File: src/rtl/mlr_pkg.sv
// shared types and codes for the midpoint line rasterizer
`timescale 1ns / 1ps

package mlr_pkg;

	// request codes carried in req_type
	typedef enum logic {
		REQ_START = 1'b0,
		REQ_STEP  = 1'b1
	} req_t;

	// control part of a queued command, from the front end to the line engine
	typedef struct packed {
		logic is_start;
		logic x_neg;
		logic y_neg;
		logic y_major;
	} cmd_ctrl_t;

	localparam int CMD_CTRL_BITS = $bits(cmd_ctrl_t);

endpackage

File: src/rtl/mlr_fifo.sv
// small register queue with full and empty flags
`timescale 1ns / 1ps

module mlr_fifo #(
	parameter int WIDTH = 8,
	parameter int DEPTH = 4
) (
	input  logic             clk,
	input  logic             arst_n,
	input  logic             wr_en,
	input  logic [WIDTH-1:0] wr_data,
	input  logic             rd_en,
	output logic [WIDTH-1:0] rd_data,
	output logic             full,
	output logic             empty
);

	localparam int AW = (DEPTH > 1) ? $clog2(DEPTH) : 1;
	localparam int CW = $clog2(DEPTH + 1);

	logic [WIDTH-1:0] mem_q [DEPTH];
	logic [AW-1:0]    wr_ptr_q;
	logic [AW-1:0]    rd_ptr_q;
	logic [CW-1:0]    count_q;
	logic             wr_do;
	logic             rd_do;

	assign full    = (count_q == CW'(DEPTH));
	assign empty   = (count_q == '0);
	assign wr_do   = wr_en && !full;
	assign rd_do   = rd_en && !empty;
	assign rd_data = mem_q[rd_ptr_q];

	// storage, no reset needed
	always_ff @(posedge clk) begin
		if (wr_do) begin
			mem_q[wr_ptr_q] <= wr_data;
		end
	end

	// pointers and fill count
	always_ff @(posedge clk or negedge arst_n) begin
		if (!arst_n) begin
			wr_ptr_q <= '0;
			rd_ptr_q <= '0;
			count_q  <= '0;
		end else begin
			if (wr_do) begin
				if (wr_ptr_q == AW'(DEPTH - 1)) begin
					wr_ptr_q <= '0;
				end else begin
					wr_ptr_q <= wr_ptr_q + 1'b1;
				end
			end
			if (rd_do) begin
				if (rd_ptr_q == AW'(DEPTH - 1)) begin
					rd_ptr_q <= '0;
				end else begin
					rd_ptr_q <= rd_ptr_q + 1'b1;
				end
			end
			if (wr_do && !rd_do) begin
				count_q <= count_q + 1'b1;
			end else if (rd_do && !wr_do) begin
				count_q <= count_q - 1'b1;
			end
		end
	end

endmodule

File: src/rtl/mlr_front.sv
// front end: classifies requests and sets up octant, major and minor deltas
`timescale 1ns / 1ps

module mlr_front
	import mlr_pkg::*;
#(
	parameter int COORD_BITS = 12
) (
	input  logic                  req_type,
	input  logic [COORD_BITS-1:0] start_x,
	input  logic [COORD_BITS-1:0] start_y,
	input  logic [COORD_BITS-1:0] end_x,
	input  logic [COORD_BITS-1:0] end_y,
	output cmd_ctrl_t             cmd_ctrl,
	output logic [COORD_BITS-1:0] cmd_x,
	output logic [COORD_BITS-1:0] cmd_y,
	output logic [COORD_BITS-1:0] cmd_major,
	output logic [COORD_BITS-1:0] cmd_minor
);

	localparam int C = COORD_BITS;

	logic [C:0]   dx;
	logic [C:0]   dy;
	logic [C-1:0] adx;
	logic [C-1:0] ady;
	logic         y_major;

	// signed deltas with one extra bit, then magnitudes
	always_comb begin
		dx = {end_x[C-1], end_x} - {start_x[C-1], start_x};
		dy = {end_y[C-1], end_y} - {start_y[C-1], start_y};
		adx = dx[C] ? C'(-dx) : dx[C-1:0];
		ady = dy[C] ? C'(-dy) : dy[C-1:0];
		y_major = ady > adx;
	end

	// command for the line engine
	always_comb begin
		cmd_ctrl.is_start = (req_t'(req_type) == REQ_START);
		cmd_ctrl.x_neg    = dx[C];
		cmd_ctrl.y_neg    = dy[C];
		cmd_ctrl.y_major  = y_major;
		cmd_x             = start_x;
		cmd_y             = start_y;
		cmd_major         = y_major ? ady : adx;
		cmd_minor         = y_major ? adx : ady;
	end

endmodule

File: src/rtl/mlr_back.sv
// line engine: runs the midpoint decision and produces one pixel per start and per step of a line in progress
`timescale 1ns / 1ps

module mlr_back
	import mlr_pkg::*;
#(
	parameter int COORD_BITS = 12
) (
	input  logic                  clk,
	input  logic                  arst_n,
	input  logic                  cmd_empty,
	output logic                  cmd_pop,
	input  cmd_ctrl_t             cmd_ctrl,
	input  logic [COORD_BITS-1:0] cmd_x,
	input  logic [COORD_BITS-1:0] cmd_y,
	input  logic [COORD_BITS-1:0] cmd_major,
	input  logic [COORD_BITS-1:0] cmd_minor,
	input  logic                  out_full,
	output logic                  out_wr,
	output logic [COORD_BITS-1:0] out_x,
	output logic [COORD_BITS-1:0] out_y,
	output logic                  out_last
);

	localparam int C  = COORD_BITS;
	localparam int DW = COORD_BITS + 3;

	logic          busy_q;
	logic [C-1:0]  cur_x_q;
	logic [C-1:0]  cur_y_q;
	logic [C-1:0]  steps_q;
	logic [DW-1:0] dec_q;
	logic [DW-1:0] inc_move_q;
	logic [DW-1:0] inc_stay_q;
	logic          x_neg_q;
	logic          y_neg_q;
	logic          y_major_q;

	logic [DW-1:0] minor2;
	logic [DW-1:0] major2;
	logic          move_minor;
	logic [C-1:0]  nx;
	logic [C-1:0]  ny;
	logic          do_start;
	logic          do_step;

	// take a command only when the result queue has room
	assign cmd_pop  = !cmd_empty && !out_full;
	assign do_start = cmd_pop && cmd_ctrl.is_start;
	assign do_step  = cmd_pop && !cmd_ctrl.is_start && busy_q;

	// setup terms for a new line
	always_comb begin
		minor2 = {2'b00, cmd_minor, 1'b0};
		major2 = {2'b00, cmd_major, 1'b0};
	end

	// next pixel from the current state
	always_comb begin
		move_minor = !dec_q[DW-1];
		nx = cur_x_q;
		ny = cur_y_q;
		if (!y_major_q || move_minor) begin
			nx = x_neg_q ? cur_x_q - 1'b1 : cur_x_q + 1'b1;
		end
		if (y_major_q || move_minor) begin
			ny = y_neg_q ? cur_y_q - 1'b1 : cur_y_q + 1'b1;
		end
	end

	// result write
	always_comb begin
		out_wr   = do_start || do_step;
		out_x    = do_start ? cmd_x : nx;
		out_y    = do_start ? cmd_y : ny;
		out_last = do_start ? (cmd_major == '0) : (steps_q == C'(1));
	end

	// line state
	always_ff @(posedge clk or negedge arst_n) begin
		if (!arst_n) begin
			busy_q     <= 1'b0;
			cur_x_q    <= '0;
			cur_y_q    <= '0;
			steps_q    <= '0;
			dec_q      <= '0;
			inc_move_q <= '0;
			inc_stay_q <= '0;
			x_neg_q    <= 1'b0;
			y_neg_q    <= 1'b0;
			y_major_q  <= 1'b0;
		end else if (do_start) begin
			busy_q     <= (cmd_major != '0);
			cur_x_q    <= cmd_x;
			cur_y_q    <= cmd_y;
			steps_q    <= cmd_major;
			dec_q      <= minor2 - {3'b000, cmd_major};
			inc_move_q <= minor2 - major2;
			inc_stay_q <= minor2;
			x_neg_q    <= cmd_ctrl.x_neg;
			y_neg_q    <= cmd_ctrl.y_neg;
			y_major_q  <= cmd_ctrl.y_major;
		end else if (do_step) begin
			busy_q  <= (steps_q != C'(1));
			cur_x_q <= nx;
			cur_y_q <= ny;
			steps_q <= steps_q - 1'b1;
			dec_q   <= dec_q + (move_minor ? inc_move_q : inc_stay_q);
		end
	end

	// engine checks
	a_busy_has_steps: assert property (@(posedge clk) disable iff (!arst_n)
		busy_q |-> (steps_q != '0))
		else $error("busy with no pixels left");

	a_no_write_when_full: assert property (@(posedge clk) disable iff (!arst_n)
		out_wr |-> !out_full)
		else $error("result written into a full queue");

	a_idle_after_last: assert property (@(posedge clk) disable iff (!arst_n)
		(out_wr && out_last) |=> !busy_q)
		else $error("engine still busy after end pixel");

	a_busy_after_long_start: assert property (@(posedge clk) disable iff (!arst_n)
		(do_start && (cmd_major != '0)) |=> (busy_q && (steps_q == $past(cmd_major))))
		else $error("line setup lost");

endmodule

File: src/rtl/midpoint_line_rasterizer.sv
// top level of the midpoint line rasterizer
`timescale 1ns / 1ps

// Midpoint line rasterizer, all octants.
// Input channel: push/full. An item is taken at a clock edge with push high and
// full low. req_type selects start (load endpoints, emit first pixel) or step
// (emit next pixel). A step with no line in progress produces no result; a
// start during a line drops the old line.
// Result channel: empty/pop. pixel_x, pixel_y and last show the oldest waiting
// result while empty is low; it is taken at an edge with pop high.
// Items enter a four-entry command queue after setup in the front end; the
// line engine takes one command per cycle, while the result queue has room,
// into a two-entry result queue. A result is registered in the result queue
// and can then be popped. Throughput: one item and one pixel per cycle while
// the receiver keeps up, bounded by the decision update in the line engine.
// When the receiver stalls, the result queue fills, the engine holds, and the
// command queue absorbs up to four more items before full rises.
// Reset clears both queues and leaves the engine idle.
module midpoint_line_rasterizer
	import mlr_pkg::*;
#(
	parameter int COORD_BITS = 12
) (
	input  logic                  clk,
	input  logic                  arst_n,
	input  logic                  push,
	output logic                  full,
	input  logic                  req_type,
	input  logic [COORD_BITS-1:0] start_x,
	input  logic [COORD_BITS-1:0] start_y,
	input  logic [COORD_BITS-1:0] end_x,
	input  logic [COORD_BITS-1:0] end_y,
	output logic                  empty,
	input  logic                  pop,
	output logic [COORD_BITS-1:0] pixel_x,
	output logic [COORD_BITS-1:0] pixel_y,
	output logic                  last
);

	localparam int C       = COORD_BITS;
	localparam int CMD_W   = CMD_CTRL_BITS + 4 * C;
	localparam int RES_W   = 2 * C + 1;

	cmd_ctrl_t    f_ctrl;
	logic [C-1:0] f_x;
	logic [C-1:0] f_y;
	logic [C-1:0] f_major;
	logic [C-1:0] f_minor;

	logic [CMD_W-1:0] cmd_rd;
	logic             cmd_empty;
	logic             cmd_pop;
	cmd_ctrl_t        b_ctrl;
	logic [C-1:0]     b_x;
	logic [C-1:0]     b_y;
	logic [C-1:0]     b_major;
	logic [C-1:0]     b_minor;

	logic         out_full;
	logic         out_wr;
	logic [C-1:0] out_x;
	logic [C-1:0] out_y;
	logic         out_last;

	// request setup
	mlr_front #(.COORD_BITS(C)) u_front (
		.req_type  (req_type),
		.start_x   (start_x),
		.start_y   (start_y),
		.end_x     (end_x),
		.end_y     (end_y),
		.cmd_ctrl  (f_ctrl),
		.cmd_x     (f_x),
		.cmd_y     (f_y),
		.cmd_major (f_major),
		.cmd_minor (f_minor)
	);

	// command queue between front end and line engine
	mlr_fifo #(.WIDTH(CMD_W), .DEPTH(4)) u_cmd_q (
		.clk     (clk),
		.arst_n  (arst_n),
		.wr_en   (push),
		.wr_data ({f_ctrl, f_x, f_y, f_major, f_minor}),
		.rd_en   (cmd_pop),
		.rd_data (cmd_rd),
		.full    (full),
		.empty   (cmd_empty)
	);

	assign {b_ctrl, b_x, b_y, b_major, b_minor} = cmd_rd;

	// line engine
	mlr_back #(.COORD_BITS(C)) u_back (
		.clk       (clk),
		.arst_n    (arst_n),
		.cmd_empty (cmd_empty),
		.cmd_pop   (cmd_pop),
		.cmd_ctrl  (b_ctrl),
		.cmd_x     (b_x),
		.cmd_y     (b_y),
		.cmd_major (b_major),
		.cmd_minor (b_minor),
		.out_full  (out_full),
		.out_wr    (out_wr),
		.out_x     (out_x),
		.out_y     (out_y),
		.out_last  (out_last)
	);

	// result queue
	mlr_fifo #(.WIDTH(RES_W), .DEPTH(2)) u_res_q (
		.clk     (clk),
		.arst_n  (arst_n),
		.wr_en   (out_wr),
		.wr_data ({out_x, out_y, out_last}),
		.rd_en   (pop),
		.rd_data ({pixel_x, pixel_y, last}),
		.full    (out_full),
		.empty   (empty)
	);

endmodule

File: config.mk
export PLATFORM = sky130hd
export DESIGN_NAME = midpoint_line_rasterizer
export DESIGN_NICKNAME = d
export VERILOG_FILES = /design/src/rtl/mlr_pkg.sv /design/src/rtl/mlr_fifo.sv /design/src/rtl/mlr_front.sv /design/src/rtl/mlr_back.sv /design/src/rtl/midpoint_line_rasterizer.sv
export SDC_FILE = /design/constraint.sdc
export NUM_CORES = 1
export LEC_CHECK = 0
export ABC_AREA = 1
export BUFFER_PORTS_ARGS = -buffer_cell sky130_fd_sc_hd__clkbuf_2
export CORE_MARGIN = 5
export CORE_UTILIZATION = 57
export DETAILED_ROUTE_END_ITERATION = 10
export PLACE_DENSITY = 0.77
export REMOVE_ABC_BUFFERS = 1
export SLEW_MARGIN = 20
export SYNTH_ARGS = -nofsm -noshare
export SYNTH_HDL_FRONTEND = slang
export SYNTH_SLANG_ARGS = --single-unit
File: constraint.sdc
create_clock -name clk -period 3.1 [get_ports clk]
set_input_delay 0.31 -clock clk [delete_from_list [all_inputs] [get_ports clk]]
set_output_delay 0.31 -clock clk [all_outputs]
set_load 0.02 [all_outputs]
==> impl_metrics.toml <==
[placed_design]
place_area_um2 = 21670
place_hpwl_um = 35030
gp_congestion = 0.9075
portBuffers = 79
placedCellCount = 2819

[clock_tree]
cts-htree-levels = 2
tritoncts = "done"
clk_latency_ns = 0.53
cts_made_buffers = 37
clock-root-buffer = "clkbuf_16"
cts_buffer_depth = 3
clock-sinks = 348
clkTransAtPathRegs_ns = 0.06

[setup_path]
worstReg2RegEnd = "u_back.inc_move_q[11]$_DFFE_PN0P_"
reg2reg_slack_ns = 0.16
max_stage_delay_ns = 0.37
cp-start-kind = "primary input"
cp_data_arrival_time_ns = 3.59
crit_path_max_fanout = 7
cp_data_required_time_ns = 3.42
end_kind = "flip-flop"
critical_path_class = "primary input to flip-flop"
cp_slowest_cell = "fa_2"
r2r_cells = 16
crit_path_cell_trace = "buf_8, ha_4, fa_2, buf_4, xnor2_2, nor2_4, nand3_2, buf_4, o21ai_2, xor2_1, inv_1, ha_4, nand2_1, o21a_1, o211ai_1, o21ai_4, buf_6, o21ai_1"
worstReg2RegStart = "u_cmd_q.rd_ptr_q[0]$_DFFE_PN0P_"

[run_status]
violations = "setup timing"
status = "finished with violations"

[sta]
worst_slack_ns = -0.1778
finalCriticalPeriod_ns = 3.278
slew_violations = 0
holdWs_ns = 0.02444
fmax_mhz = 305.1
slew_headroom = 0.5064
rsz0062_at_grt = "yes"
setup_tns_ns = -14.07
worst_pin_slew_ns = 0.7358
finalSetupViolations = 100
min_period_over_period = 1.057
finClkSkew_ns = 0.01846
hold_viol = 0

[detailed_routing]
drc = 0
dr.pass1.iters = 5
wl_um = 52420
vias = 16650
ant_nets = 0
drtIter0Drc = 1346
viasPerCell = 5.699
wl_per_cell_um = 17.94

[yosys]
netlist_instances = 2174
synth_edf_count = 258
synth_area_um2 = 19500
ys_warn_count = 0
syn_area_per_cell_um2 = 8.970
synth_cell_type_count = 57
synth_flop_cell = "edfxtp_1"
yosys.area.top_type_share = 0.3973
synthTopCellsByArea = "edfxtp_1, nand2_1, dfrtp_1"
synth.top_cells.by_count = "nand2_1, edfxtp_1, inv_1"
synth-seq-area-share = 0.5128
synthArstFlopShare = 0.2586
yosys.area.top_type = "edfxtp_1"
synth_most_common_cell = "nand2_1"
synth_seq_cells = 348

[min_path]
min-delay-start = "start_y[8]"
hold_path_end = "u_cmd_q.mem_q[3][32]$_DFFE_PP_"
hold_class = "primary input to flip-flop"
whs_path_depth = 1

[grt]
grt_pass1_vias = 16200
grt_pass1_wl_um = 81590
grt-ovfl-total = 0
antenna_found_initial = 2
grtUsageTotal = 0.2626
grt_max_degree = 66

[die]
design.die.area_um2 = 38010
coreArea_um2 = 33620
ios = 80
initial_core_util = 0.5801
num_rows = 67
die_width_um = 195.0
chipHeight_um = 195.0

[finish]
final_cell_count_no_fill = 2922
area_delta_synth_final_pct = 23.19
nNetsFinal = 2608
final_area_um2 = 24020
drive_gt1_frac = 0.2241

[run]
drv_cap = 0
cells in the final DEF (no fill, tap or decap), types with 73 or more instances in the layout:
cell type  synthesis  final
nand2_1          606    555
nand3_1          105     86
dfrtp_1           90     89
clkbuf_2           0     73
edfxtp_1         258    258
o21ai_0          169    152
a21oi_1          105    100
buf_4              9    201
ha_1             103     86
inv_1            207    195
nor2_1           176    161
registers in the layout, summed over array words and instances (netlist names):
signal and cells:
u_back.busy_q 1, u_back.cur_x_q 12, u_back.cur_y_q 12, u_back.dec_q 14, u_back.inc_move_q 13, u_back.inc_stay_q 12, u_back.steps_q 12, u_back.x_neg_q 1
u_back.y_major_q 1, u_back.y_neg_q 1, u_cmd_q.count_q 3, u_cmd_q.mem_q 208, u_cmd_q.rd_ptr_q 2, u_cmd_q.wr_ptr_q 2, u_res_q.count_q 2, u_res_q.mem_q 50
u_res_q.rd_ptr_q 1, u_res_q.wr_ptr_q 1
cell type report:
class | count | area [um2]
inverters | 214 | 810.8
fillers | 2348 | 9593
multi-input cells | 1540 | 9218
well taps | 448 | 560.5
diodes | 2 | 5.005
repair buffers | 303 | 2287
clock inverters | 23 | 167.7
flip-flops and latches | 348 | 10000
clock buffers | 44 | 973.4
critical path: cells and delay by family:
kind                     cells  cell delay, ns
AND/OR/NAND/NOR              3            0.31
buffers and inverters        5            0.69
AO/OA/AOI/OAI                5            1.02
XOR/XNOR                     2            0.42
adder cells (fa/ha/maj)      3            0.81
repair_timing:
| action | CTS | global route |
|---|---|---|
| hold buffers | 1 | 1 |
| setup buffers | 19 | 10 |
| pin swaps | 31 | 35 |
| gates resized for setup | 102 | 127 |
| gates cloned | 2 | 1 |
| setup endpoints to repair | 101 | 112 |
| endpoints found under the hold margin | 25 | 1 |
through the flow:
| stage | setup WS (ns) | utilization |
|---|---|---|
| global placement | -0.7716 | 0.6447 |
| global route | -0.3102 | 0.7146 |
| CTS | -0.01681 | 0.6965 |
| finish | -0.1778 | 0.7146 |
| detailed placement | -0.9696 | 0.6447 |
| floorplan | -3.168 | - |
worst max-delay path by stage:
stage	endpoint	from
6_report	u_cmd_q.mem_q[2][7]$_DFFE_PP_	start_x[0]
5_1_grt	u_cmd_q.mem_q[2][7]$_DFFE_PP_	start_x[0]
4_1_cts	u_cmd_q.mem_q[0][19]$_DFFE_PP_	end_y[0]
3_5_place_dp	u_cmd_q.mem_q[3][13]$_DFFE_PP_	start_x[0]
3_3_place_gp	u_cmd_q.mem_q[2][19]$_DFFE_PP_	start_x[0]
2_1_floorplan	u_res_q.mem_q[1][0]$_DFFE_PP_	u_cmd_q.rd_ptr_q[0]$_DFFE_PN0P_
logic make-up after synthesis:
family / share of synthesized area
buffers and inverters: 0.06050
adder cells (fa/ha/maj): 0.07430
multiplexers: 0.002631
AO/OA/AOI/OAI: 0.1190
AND/OR/NAND/NOR: 0.2027
flip-flops: 0.5128
XOR/XNOR: 0.02804
routing by layer:
metal	GRT usage	wire [um]	vias up
met1	0.3620	21840	7941
met2	0.4400	25530	705
li1	-	-	7916
met5	0	0	-
met3	0.03012	3817	91
met4	0.08275	1233	0
Power is not shown: default switching activity piles up to over one toggle a cycle in this logic, so the estimate is an artifact.
